File: config.mk
export PLATFORM = sky130hd
export DESIGN_NAME = row_box_blur_edge_cropped
export DESIGN_NICKNAME = d
export VERILOG_FILES = /design/src/rbb_pkg.sv /design/src/rbb_window_mem.sv /design/src/rbb_divider.sv /design/src/row_box_blur_edge_cropped.sv
export VERILOG_INCLUDE_DIRS = /design/src /design/src/src
export SDC_FILE = /design/constraint.sdc
export NUM_CORES = 2
export LEC_CHECK = 0
export ABC_AREA = 1
export BUFFER_PORTS_ARGS = -buffer_cell sky130_fd_sc_hd__buf_2
export CAP_MARGIN = 20
export CORE_ASPECT_RATIO = 0.9
export CORE_MARGIN = 8
export CORE_UTILIZATION = 35
export DETAILED_ROUTE_END_ITERATION = 8
export GPL_TIMING_DRIVEN = 0
export PLACE_DENSITY_LB_ADDON = 0.15
export REMOVE_ABC_BUFFERS = 1
export SYNTH_ARGS = -nofsm -noshare
export SYNTH_HDL_FRONTEND = slang
export SYNTH_HIERARCHICAL = 1
export SYNTH_SLANG_ARGS = --single-unit
File: constraint.sdc
create_clock -name i_clk -period 5.45 [get_ports i_clk]
set_input_delay 0.545 -clock i_clk [delete_from_list [all_inputs] [get_ports i_clk]]
set_output_delay 0.545 -clock i_clk [all_outputs]
set_load 0.02 [all_outputs]
File: src/assert_macros.svh
// ----------------------------------------------------------------------------
// Assertion macros
// Shared concurrent assertion forms, clocked on the rising edge and
// disabled while the active-low reset is asserted.
// ----------------------------------------------------------------------------
`ifndef ASSERT_MACROS_SVH
`define ASSERT_MACROS_SVH

// same-cycle implication
`define RBB_ASSERT_IMP(label, clk, rst_n, ante, cons, msg) \
    label: assert property (@(posedge clk) disable iff (!rst_n) (ante) |-> (cons)) \
        else $error(msg);

// next-cycle implication
`define RBB_ASSERT_NXT(label, clk, rst_n, ante, cons, msg) \
    label: assert property (@(posedge clk) disable iff (!rst_n) (ante) |=> (cons)) \
        else $error(msg);

`endif

File: src/rbb_pkg.sv
// ----------------------------------------------------------------------------
// rbb_pkg
// Shared types, constants and register codes of the row box blur.
// ----------------------------------------------------------------------------
package rbb_pkg;

    localparam int PIX_W             = 8;
    localparam int PIX_MAX           = 255;
    localparam int NUM_PORT_CH       = 4;

    localparam int DEF_MAX_RADIUS    = 31;
    localparam int DEF_WINDOW_DEPTH  = 64;
    localparam int DEF_MAX_ROW_WIDTH = 4096;
    localparam int DEF_CHANNELS      = 4;

    localparam int RADIUS_W          = 5;
    localparam int SIZE_W            = 13;
    localparam int CFG_DATA_W        = 13;
    localparam int CFG_IDX_W         = 2;

    localparam logic [CFG_IDX_W-1:0] CFG_RADIUS    = 2'd0;
    localparam logic [CFG_IDX_W-1:0] CFG_ROW_WIDTH = 2'd1;
    localparam logic [CFG_IDX_W-1:0] CFG_ROW_COUNT = 2'd2;

    localparam logic [RADIUS_W-1:0] RST_RADIUS    = 5'd1;
    localparam logic [SIZE_W-1:0]   RST_ROW_WIDTH = 13'd640;
    localparam logic [SIZE_W-1:0]   RST_ROW_COUNT = 13'd480;

    typedef enum logic [1:0] {
        ST_IDLE,
        ST_CHECK,
        ST_DIV,
        ST_EMIT
    } t_state;

    typedef struct packed {
        logic busy;
        logic done;
    } t_div_stat;

endpackage

File: src/rbb_window_mem.sv
// ----------------------------------------------------------------------------
// rbb_window_mem
// Pixel window store: one write port, one read port, registered read data.
// ----------------------------------------------------------------------------
module rbb_window_mem #(
    parameter int DEPTH  = rbb_pkg::DEF_WINDOW_DEPTH,
    parameter int DATA_W = rbb_pkg::PIX_W * rbb_pkg::DEF_CHANNELS
) (
    input  logic                     i_clk,
    input  logic                     i_we,
    input  logic [$clog2(DEPTH)-1:0] i_waddr,
    input  logic [DATA_W-1:0]        i_wdata,
    input  logic                     i_re,
    input  logic [$clog2(DEPTH)-1:0] i_raddr,
    output logic [DATA_W-1:0]        o_rdata
);
    import rbb_pkg::*;

    logic [DATA_W-1:0] r_mem [DEPTH];
    logic [DATA_W-1:0] r_rdata;

    always_ff @(posedge i_clk) begin
        if (i_we) begin
            r_mem[i_waddr] <= i_wdata;
        end
    end

    always_ff @(posedge i_clk) begin
        if (i_re) begin
            r_rdata <= r_mem[i_raddr];
        end
    end

    assign o_rdata = r_rdata;

endmodule

File: src/rbb_divider.sv
// ----------------------------------------------------------------------------
// rbb_divider
// Restoring divider, one quotient bit per cycle, lanes sharing a divisor.
// The quotient is known to fit in one pixel byte.
// ----------------------------------------------------------------------------
`include "assert_macros.svh"

module rbb_divider #(
    parameter int LANES = rbb_pkg::DEF_CHANNELS,
    parameter int NUM_W = 16,
    parameter int DEN_W = 7
) (
    input  logic                                 i_clk,
    input  logic                                 i_rst_n,
    input  logic                                 i_start,
    input  logic [LANES-1:0][NUM_W-1:0]          i_num,
    input  logic [DEN_W-1:0]                     i_den,
    output rbb_pkg::t_div_stat                   o_stat,
    output logic [LANES-1:0][rbb_pkg::PIX_W-1:0] o_quot
);
    import rbb_pkg::*;

    localparam int QUOT_W = PIX_W;
    localparam int STEP_W = $clog2(QUOT_W);
    localparam int CMP_W  = (NUM_W > DEN_W + QUOT_W - 1) ? NUM_W : DEN_W + QUOT_W - 1;

    logic                          r_busy;
    logic                          r_done;
    logic [STEP_W-1:0]             r_step;
    logic [LANES-1:0][NUM_W-1:0]   r_rem;
    logic [CMP_W-1:0]              r_den_sh;
    logic [LANES-1:0][QUOT_W-1:0]  r_quot;
    logic [LANES-1:0][NUM_W-1:0]   n_rem;
    logic [LANES-1:0]              n_bit;

    always_comb begin
        for (int l = 0; l < LANES; l++) begin
            if (CMP_W'(r_rem[l]) >= r_den_sh) begin
                n_rem[l] = NUM_W'(CMP_W'(r_rem[l]) - r_den_sh);
                n_bit[l] = 1'b1;
            end else begin
                n_rem[l] = r_rem[l];
                n_bit[l] = 1'b0;
            end
        end
    end

    always_ff @(posedge i_clk) begin
        if (!i_rst_n) begin
            r_busy <= 1'b0;
            r_done <= 1'b0;
            r_step <= '0;
        end else begin
            r_done <= 1'b0;
            if (i_start) begin
                r_busy <= 1'b1;
                r_step <= '0;
            end else if (r_busy) begin
                r_step <= r_step + STEP_W'(1);
                if (r_step == STEP_W'(QUOT_W - 1)) begin
                    r_busy <= 1'b0;
                    r_done <= 1'b1;
                end
            end
        end
    end

    always_ff @(posedge i_clk) begin
        if (i_start) begin
            r_rem    <= i_num;
            r_den_sh <= CMP_W'(i_den) << (QUOT_W - 1);
            r_quot   <= '0;
        end else if (r_busy) begin
            r_rem    <= n_rem;
            r_den_sh <= r_den_sh >> 1;
            for (int l = 0; l < LANES; l++) begin
                r_quot[l] <= {r_quot[l][QUOT_W-2:0], n_bit[l]};
            end
        end
    end

    assign o_stat.busy = r_busy;
    assign o_stat.done = r_done;
    assign o_quot      = r_quot;

    `RBB_ASSERT_IMP(a_start_idle, i_clk, i_rst_n, i_start, !r_busy, "divider restarted while busy")
    `RBB_ASSERT_NXT(a_start_busy, i_clk, i_rst_n, i_start, r_busy, "divider did not start")
    `RBB_ASSERT_NXT(a_done_pulse, i_clk, i_rst_n, r_done, !r_done && !r_busy,
                    "divider done not a single pulse")

endmodule

File: src/row_box_blur_edge_cropped.sv
// ----------------------------------------------------------------------------
// row_box_blur_edge_cropped
// Horizontal box blur of 4-channel 8-bit pixels, window clipped to the row.
// Pixels are written into a window memory at the incoming column; running
// per-channel sums add each entering pixel, and the leaving pixel is read back
// from the memory and subtracted after each result whose window is not clipped
// at the row start. Each result is the rounded half-up mean (2*sum + n) / (2*n)
// from a bit-serial divider, 8 steps a result. An item is taken in the idle
// state and checked; each result it releases passes the check, divide and emit
// states, and the emit state waits while the output register is still full.
// A finished result waits in an output register while the next item is taken.
// ----------------------------------------------------------------------------
`include "assert_macros.svh"

module row_box_blur_edge_cropped #(
    parameter int MAX_RADIUS    = rbb_pkg::DEF_MAX_RADIUS,
    parameter int WINDOW_DEPTH  = rbb_pkg::DEF_WINDOW_DEPTH,
    parameter int MAX_ROW_WIDTH = rbb_pkg::DEF_MAX_ROW_WIDTH,
    parameter int CHANNELS      = rbb_pkg::DEF_CHANNELS
) (
    input  logic                           i_clk,
    input  logic                           i_rst_n,
    input  logic                           i_cfg_we,
    input  logic [rbb_pkg::CFG_IDX_W-1:0]  i_cfg_idx,
    input  logic [rbb_pkg::CFG_DATA_W-1:0] i_cfg_data,
    input  logic                           i_in_valid,
    output logic                           o_in_ready,
    input  logic [rbb_pkg::PIX_W-1:0]      i_ch0_in,
    input  logic [rbb_pkg::PIX_W-1:0]      i_ch1_in,
    input  logic [rbb_pkg::PIX_W-1:0]      i_ch2_in,
    input  logic [rbb_pkg::PIX_W-1:0]      i_ch3_in,
    output logic                           o_out_valid,
    input  logic                           i_out_ready,
    output logic [rbb_pkg::PIX_W-1:0]      o_ch0_out,
    output logic [rbb_pkg::PIX_W-1:0]      o_ch1_out,
    output logic [rbb_pkg::PIX_W-1:0]      o_ch2_out,
    output logic [rbb_pkg::PIX_W-1:0]      o_ch3_out,
    output logic                           o_last_in_run,
    output logic                           o_row_end,
    output logic                           o_frame_end
);
    import rbb_pkg::*;

    localparam int RR_LIMIT = (MAX_RADIUS < (WINDOW_DEPTH - 1) / 2) ?
                              MAX_RADIUS : (WINDOW_DEPTH - 1) / 2;
    localparam int RR_W     = $clog2(RR_LIMIT + 1);
    localparam int X_W      = $clog2(MAX_ROW_WIDTH);
    localparam int OC_W     = X_W + 1;
    localparam int EXT_W    = ((OC_W > RR_W) ? OC_W : RR_W) + 2;
    localparam int SUM_W    = $clog2(PIX_MAX * (2 * RR_LIMIT + 1) + 1);
    localparam int CNT_W    = $clog2(2 * RR_LIMIT + 2);
    localparam int NUM_W    = SUM_W + 2;
    localparam int DEN_W    = CNT_W + 1;
    localparam int AW       = $clog2(WINDOW_DEPTH);
    localparam int MEM_W    = PIX_W * CHANNELS;

    t_state                          r_state;
    t_state                          n_state;
    logic [RADIUS_W-1:0]             r_radius;
    logic [SIZE_W-1:0]               r_row_width;
    logic [SIZE_W-1:0]               r_row_count;
    logic [X_W-1:0]                  r_in_col;
    logic [OC_W-1:0]                 r_out_col;
    logic [X_W-1:0]                  r_row_idx;
    logic [CHANNELS-1:0][SUM_W-1:0]  r_sums;
    logic [AW-1:0]                   r_wr_ptr;
    logic [AW-1:0]                   r_rd_ptr;
    logic                            r_out_valid;
    logic [NUM_PORT_CH-1:0][PIX_W-1:0] r_q;
    logic                            r_last_in_run;
    logic                            r_row_end;
    logic                            r_frame_end;

    logic [OC_W-1:0]                 w_lim;
    logic [OC_W-1:0]                 h_lim;
    logic [RR_W-1:0]                 rr;
    logic [EXT_W-1:0]                x_e;
    logic [EXT_W-1:0]                oc_e;
    logic [EXT_W-1:0]                rr_e;
    logic [EXT_W-1:0]                lo;
    logic [EXT_W-1:0]                hi;
    logic [CNT_W-1:0]                cnt;
    logic                            last;
    logic                            emit_ok;
    logic                            next_ok;
    logic                            sub_ok;
    logic                            row_end_now;
    logic                            row_last;
    logic                            cfg_hit;
    logic                            out_free;

    logic                            in_ready;
    logic                            accept;
    logic                            div_start;
    logic                            emit_load;
    logic                            finish;

    logic [NUM_PORT_CH-1:0][PIX_W-1:0] in4;
    logic [NUM_PORT_CH-1:0][PIX_W-1:0] quot4;
    logic [MEM_W-1:0]                mem_wdata;
    logic [MEM_W-1:0]                mem_rdata;
    logic [CHANNELS-1:0][NUM_W-1:0]  div_num;
    logic [DEN_W-1:0]                div_den;
    t_div_stat                       div_stat;
    logic [CHANNELS-1:0][PIX_W-1:0]  div_q;

    assign in4       = {i_ch3_in, i_ch2_in, i_ch1_in, i_ch0_in};
    assign mem_wdata = in4[CHANNELS-1:0];

    // clipped sizes and radius in use
    always_comb begin
        if (r_row_width == '0) begin
            w_lim = OC_W'(1);
        end else if (32'(r_row_width) > 32'(MAX_ROW_WIDTH)) begin
            w_lim = OC_W'(MAX_ROW_WIDTH);
        end else begin
            w_lim = OC_W'(r_row_width);
        end
        if (r_row_count == '0) begin
            h_lim = OC_W'(1);
        end else if (32'(r_row_count) > 32'(MAX_ROW_WIDTH)) begin
            h_lim = OC_W'(MAX_ROW_WIDTH);
        end else begin
            h_lim = OC_W'(r_row_count);
        end
        if (32'(r_radius) > 32'(RR_LIMIT)) begin
            rr = RR_W'(RR_LIMIT);
        end else begin
            rr = RR_W'(r_radius);
        end
    end

    always_comb begin
        x_e         = EXT_W'(r_in_col);
        oc_e        = EXT_W'(r_out_col);
        rr_e        = EXT_W'(rr);
        last        = (x_e + EXT_W'(1)) >= EXT_W'(w_lim);
        emit_ok     = (oc_e <= x_e) && (last || (x_e >= oc_e + rr_e));
        next_ok     = (oc_e + EXT_W'(1) <= x_e) &&
                      (last || (x_e >= oc_e + EXT_W'(1) + rr_e));
        sub_ok      = oc_e >= rr_e;
        lo          = sub_ok ? oc_e - rr_e : '0;
        hi          = (oc_e + rr_e < x_e) ? oc_e + rr_e : x_e;
        cnt         = CNT_W'(hi - lo + EXT_W'(1));
        row_end_now = last && (oc_e == x_e);
        row_last    = (EXT_W'(r_row_idx) + EXT_W'(1)) >= EXT_W'(h_lim);
        out_free    = !r_out_valid || i_out_ready;
        cfg_hit     = i_cfg_we && ((i_cfg_idx == CFG_RADIUS) ||
                                   (i_cfg_idx == CFG_ROW_WIDTH) ||
                                   (i_cfg_idx == CFG_ROW_COUNT));
    end

    always_comb begin
        for (int c = 0; c < CHANNELS; c++) begin
            div_num[c] = (NUM_W'(r_sums[c]) << 1) + NUM_W'(cnt);
        end
        div_den = {cnt, 1'b0};
    end

    // next state
    always_comb begin
        n_state = r_state;
        unique case (r_state)
            ST_IDLE: begin
                if (i_in_valid) begin
                    n_state = ST_CHECK;
                end
            end
            ST_CHECK: begin
                n_state = emit_ok ? ST_DIV : ST_IDLE;
            end
            ST_DIV: begin
                if (div_stat.done) begin
                    n_state = ST_EMIT;
                end
            end
            ST_EMIT: begin
                if (out_free) begin
                    n_state = ST_CHECK;
                end
            end
            default: n_state = ST_IDLE;
        endcase
    end

    // state outputs
    always_comb begin
        in_ready  = 1'b0;
        div_start = 1'b0;
        emit_load = 1'b0;
        finish    = 1'b0;
        unique case (r_state)
            ST_IDLE:  in_ready  = 1'b1;
            ST_CHECK: begin
                div_start = emit_ok;
                finish    = !emit_ok;
            end
            ST_DIV:   ;
            ST_EMIT:  emit_load = out_free;
            default:  ;
        endcase
        accept = in_ready && i_in_valid;
    end

    always_ff @(posedge i_clk) begin
        if (!i_rst_n) begin
            r_state <= ST_IDLE;
        end else begin
            r_state <= n_state;
        end
    end

    always_ff @(posedge i_clk) begin
        if (!i_rst_n) begin
            r_radius    <= RST_RADIUS;
            r_row_width <= RST_ROW_WIDTH;
            r_row_count <= RST_ROW_COUNT;
            r_in_col    <= '0;
            r_out_col   <= '0;
            r_row_idx   <= '0;
            r_sums      <= '0;
            r_wr_ptr    <= '0;
            r_rd_ptr    <= '0;
        end else if (cfg_hit) begin
            unique case (i_cfg_idx)
                CFG_RADIUS:    r_radius    <= i_cfg_data[RADIUS_W-1:0];
                CFG_ROW_WIDTH: r_row_width <= i_cfg_data[SIZE_W-1:0];
                CFG_ROW_COUNT: r_row_count <= i_cfg_data[SIZE_W-1:0];
                default:       ;
            endcase
            r_in_col  <= '0;
            r_out_col <= '0;
            r_row_idx <= '0;
            r_sums    <= '0;
            r_wr_ptr  <= '0;
            r_rd_ptr  <= '0;
        end else begin
            if (accept) begin
                for (int c = 0; c < CHANNELS; c++) begin
                    r_sums[c] <= r_sums[c] + SUM_W'(in4[c]);
                end
                r_wr_ptr <= (r_wr_ptr == AW'(WINDOW_DEPTH - 1)) ? '0 : r_wr_ptr + AW'(1);
            end
            if (emit_load) begin
                if (sub_ok) begin
                    for (int c = 0; c < CHANNELS; c++) begin
                        r_sums[c] <= r_sums[c] - SUM_W'(mem_rdata[PIX_W*c +: PIX_W]);
                    end
                    r_rd_ptr <= (r_rd_ptr == AW'(WINDOW_DEPTH - 1)) ?
                                '0 : r_rd_ptr + AW'(1);
                end
                r_out_col <= r_out_col + OC_W'(1);
            end
            if (finish) begin
                if (last) begin
                    r_in_col  <= '0;
                    r_out_col <= '0;
                    r_sums    <= '0;
                    r_wr_ptr  <= '0;
                    r_rd_ptr  <= '0;
                    r_row_idx <= row_last ? '0 : r_row_idx + X_W'(1);
                end else begin
                    r_in_col <= r_in_col + X_W'(1);
                end
            end
        end
    end

    // output register
    always_ff @(posedge i_clk) begin
        if (!i_rst_n) begin
            r_out_valid <= 1'b0;
        end else if (emit_load) begin
            r_out_valid <= 1'b1;
        end else if (i_out_ready) begin
            r_out_valid <= 1'b0;
        end
    end

    always_ff @(posedge i_clk) begin
        if (emit_load) begin
            r_q           <= quot4;
            r_last_in_run <= !next_ok;
            r_row_end     <= row_end_now;
            r_frame_end   <= row_end_now && row_last;
        end
    end

    for (genvar g = 0; g < NUM_PORT_CH; g++) begin : g_quot
        if (g < CHANNELS) begin : g_on
            assign quot4[g] = div_q[g];
        end else begin : g_off
            assign quot4[g] = '0;
        end
    end

    rbb_window_mem #(
        .DEPTH  (WINDOW_DEPTH),
        .DATA_W (MEM_W)
    ) u_mem (
        .i_clk   (i_clk),
        .i_we    (accept),
        .i_waddr (r_wr_ptr),
        .i_wdata (mem_wdata),
        .i_re    (div_start),
        .i_raddr (r_rd_ptr),
        .o_rdata (mem_rdata)
    );

    rbb_divider #(
        .LANES (CHANNELS),
        .NUM_W (NUM_W),
        .DEN_W (DEN_W)
    ) u_div (
        .i_clk   (i_clk),
        .i_rst_n (i_rst_n),
        .i_start (div_start),
        .i_num   (div_num),
        .i_den   (div_den),
        .o_stat  (div_stat),
        .o_quot  (div_q)
    );

    assign o_in_ready    = in_ready;
    assign o_out_valid   = r_out_valid;
    assign o_ch0_out     = r_q[0];
    assign o_ch1_out     = r_q[1];
    assign o_ch2_out     = r_q[2];
    assign o_ch3_out     = r_q[3];
    assign o_last_in_run = r_last_in_run;
    assign o_row_end     = r_row_end;
    assign o_frame_end   = r_frame_end;

    `RBB_ASSERT_IMP(a_col_order, i_clk, i_rst_n, r_state == ST_IDLE,
                    r_out_col <= OC_W'(r_in_col), "output column ran ahead of input")
    `RBB_ASSERT_IMP(a_done_in_div, i_clk, i_rst_n, div_stat.done, r_state == ST_DIV,
                    "divider result outside divide state")
    `RBB_ASSERT_IMP(a_busy_in_div, i_clk, i_rst_n, div_stat.busy, r_state == ST_DIV,
                    "divider busy outside divide state")
    `RBB_ASSERT_NXT(a_emit_hold, i_clk, i_rst_n,
                    r_state == ST_EMIT && r_out_valid && !i_out_ready,
                    r_state == ST_EMIT, "result dropped over a full output register")

endmodule
==> run summary <==
Reg clk slew, reported paths: 0.07 ns
Die Wd: 598 µm
Initial Util: 35.1%
synthesized area: 107000 µm²
Leakage: 46.0 nW
maxcap violations: 0
Worst Setup Slack, final: -0.616 ns
clock network power share: 33.7%
minimum clock period: 6.07 ns
Final setup viols: 45
Syn Inst Count: 10.2k
post-layout util: 40.8%
sequential power share: 40.8%
Power Density: 424 nW/µm²
CP max stage cell: fa_2
flop2flop setup slack: -0.62 ns
GRT overflow: 0
# fillers: 28.7k
initial antenna violation count: 20
DP HPWL: 198 mm
clock skew: 0.0882 ns
area delta synth->final: 16.2%
switching power: 16.3 mW
hold endpoint: o_out_valid
Comb pwr share: 25.5%
routed vias/inst: 5.14
layout cells sized above 1: 9.60%
Final Max Tran Viols: 0
Worst Tran Pin Value: 1.28 ns
CP arrival: 6.74 ns
die height: 539 µm
DR iter-0 viols: 6342
worst hold stages: 4
buffer levels on the longest clock path: 4
R2R Path End: u_div/r_rem[46]
Avg Inst Size Synth: 10.5 µm²
R2R depth: 33
internal power: 36.2 mW
post-DR wirelength/cell: 22.4 µm
CP max stage delay: 0.70 ns
row count: 192
total clock sinks: 2369
largest net degree at the start of global routing: 209
I/O Buffers: 88
CP endpoint kind: flip-flop
Crit Path Max Fanout: 7
hold path start: i_out_ready
number of nets with antenna violations after routing: 0
failing checks: setup timing
Tcrit/Tclk final: 111%
NumNets Final: 10.6k
outcome: finished with violations
clock tree from TritonCTS: done
Worst-Skew Late Latency: 0.86 ns
GRT Total Usage: 19.5%
worst reg2reg path startpoint: r_radius[4]
Switching Share: 31.0%
Syn. warnings: 6
Worst Hold Class: input pin to flip-flop
Power, Total: 52.5 mW
critical path class: flip-flop to flip-flop
final hold viol count: 0
drt drc: 0
vias post-DR: 74.7k
CP Launch Type: flip-flop
Rel. slew slack: 14.9%
vias in the first global route: 71.7k
core area: 303000 µm²
# IOs: 89
htree depth: 5
first-pass GRT wire length: 479 mm
Placer Congestion: 0.824
die area: 322000 µm²
CTS buffer count: 274
Fmax: 0.165 GHz
VDD IR max: 446 µV
DRT Pass-1 Iters: 6
Critical Path RT: 6.12 ns
DRT Wirelength: 326 mm
clock root cell: clkbuf_16
RSZ-0062 raised after global routing: yes
[cell type report]
class,instances,area [µm²],area share [%]
flip-flops and latches,2369,69400,56.0
multi-input cells,6722,33900,27.4
clock buffers,341,7260,5.86
well taps,4074,5100,4.12
repair buffers,357,4870,3.94
inverters,528,2040,1.65
clock inverters,140,1200,0.972
diodes,12,30.0,0.0243
[flip-flops by register name, indices dropped and copies added (netlist names), 2 cells and up]
register	flops
r_rd_ptr	6
o_ch0_out	8
o_ch3_out	8
u_mem/r_mem	2048
r_row_count	13
u_mem/o_rdata	32
r_sums	56
o_ch2_out	8
u_div/r_den_sh	14
r_in_col	12
r_row_width	13
o_ch1_out	8
r_wr_ptr	6
u_div/o_quot	32
u_div/r_step	3
u_div/r_rem	64
r_row_idx	12
r_radius	5
r_out_col	13
r_state	2
[routing by layer]
metal,track usage [%],vias to the layer above,part of all wire [%]
met5,0,-,0.0080
li1,-,35400,-
met3,2.19,436,5.2
met4,5.48,4,2.8
met2,31.5,2003,46
met1,27.9,36900,46
[metrics by stage]
step / setup slack [ns] / instance area (µm²) / cells / TNS [ns] / hold slack (ns)
2_1_floorplan: -40.57 / 104000 / 9619 / -1681.67 / 0.408
3_3_place_gp: -120.03 / 109000 / 13800 / - / 0.412
3_5_place_dp: -2.64 / 114000 / 14000 / -127.83 / 0.415
4_1_cts: -0.544 / 123000 / 14500 / -14.94 / 0.0114
5_1_grt: -0.866 / 124000 / 14500 / -44.17 / 0.0527
6_report: -0.616 / 124000 / 14500 / -17.34 / 0.0715
[critical path, delay by kind of cell (launching register included)]
kind                       cells  cell delay, ns
DFF                            1            0.34
and+or+nand+nor               14            1.63
adders and majority gates      6            1.96
buffers and inverters          5            0.59
xor gates and xnor gates       2            0.47
AOI/OAI and AO/OA              6            0.92
[placed cells by master, fill, tap and decap left out, drive strengths merged, types with 2 or more instances in the layout]
master,n
nand2,3194
edfxtp,2186
nand3,2105
inv,535
buf,349
nor2,348
clkbuf,341
ha,249
a21oi,202
o21ai,197
dfxtp,183
xor2,113
clkinv,109
nand4,46
nor3,45
xnor2,32
a211oi,26
o22ai,26
fa,20
bufinv,18
nor4,18
or2,17
diode,12
nand3b,12
o21bai,12
a31oi,10
dlygate4sd3,8
a22oi,7
a21o,6
clkinvlp,6
o211ai,6
o31ai,5
and3,5
and2,5
o21a,3
o221ai,3
a31o,2
[power groups by stage]
stage          clock, mW  sequential [mW]  combinational [mW]
2_1_floorplan          0             21.7                7.72
3_3_place_gp           0             21.8                10.8
3_5_place_dp           0             21.8                11.3
4_1_cts             18.2             21.4                12.9
5_1_grt             18.7             21.5                15.0
6_report            17.7             21.4                13.4
[repair_timing]
item                       CTS  global route
setup endpoints to repair  128           151
hold buffers                 8             0
resized for setup          144            66
setup buffers               54            14
pin swaps                   53            61
hold endpoints to repair    16             0
[how the worst max path moves through the flow]
stage	from	to	slack, ns
2_1_floorplan	r_rd_ptr[0]	u_mem/o_rdata[5]	-40.57
3_3_place_gp	r_rd_ptr[0]	u_mem/o_rdata[6]	-120.03
3_5_place_dp	r_radius[4]	u_div/r_rem[47]	-2.64
4_1_cts	r_radius[4]	u_div/r_rem[46]	-0.54
5_1_grt	r_radius[4]	u_div/r_rem[62]	-0.87
6_report	r_radius[4]	u_div/r_rem[46]	-0.62
Power figures use the tool's default switching activity.
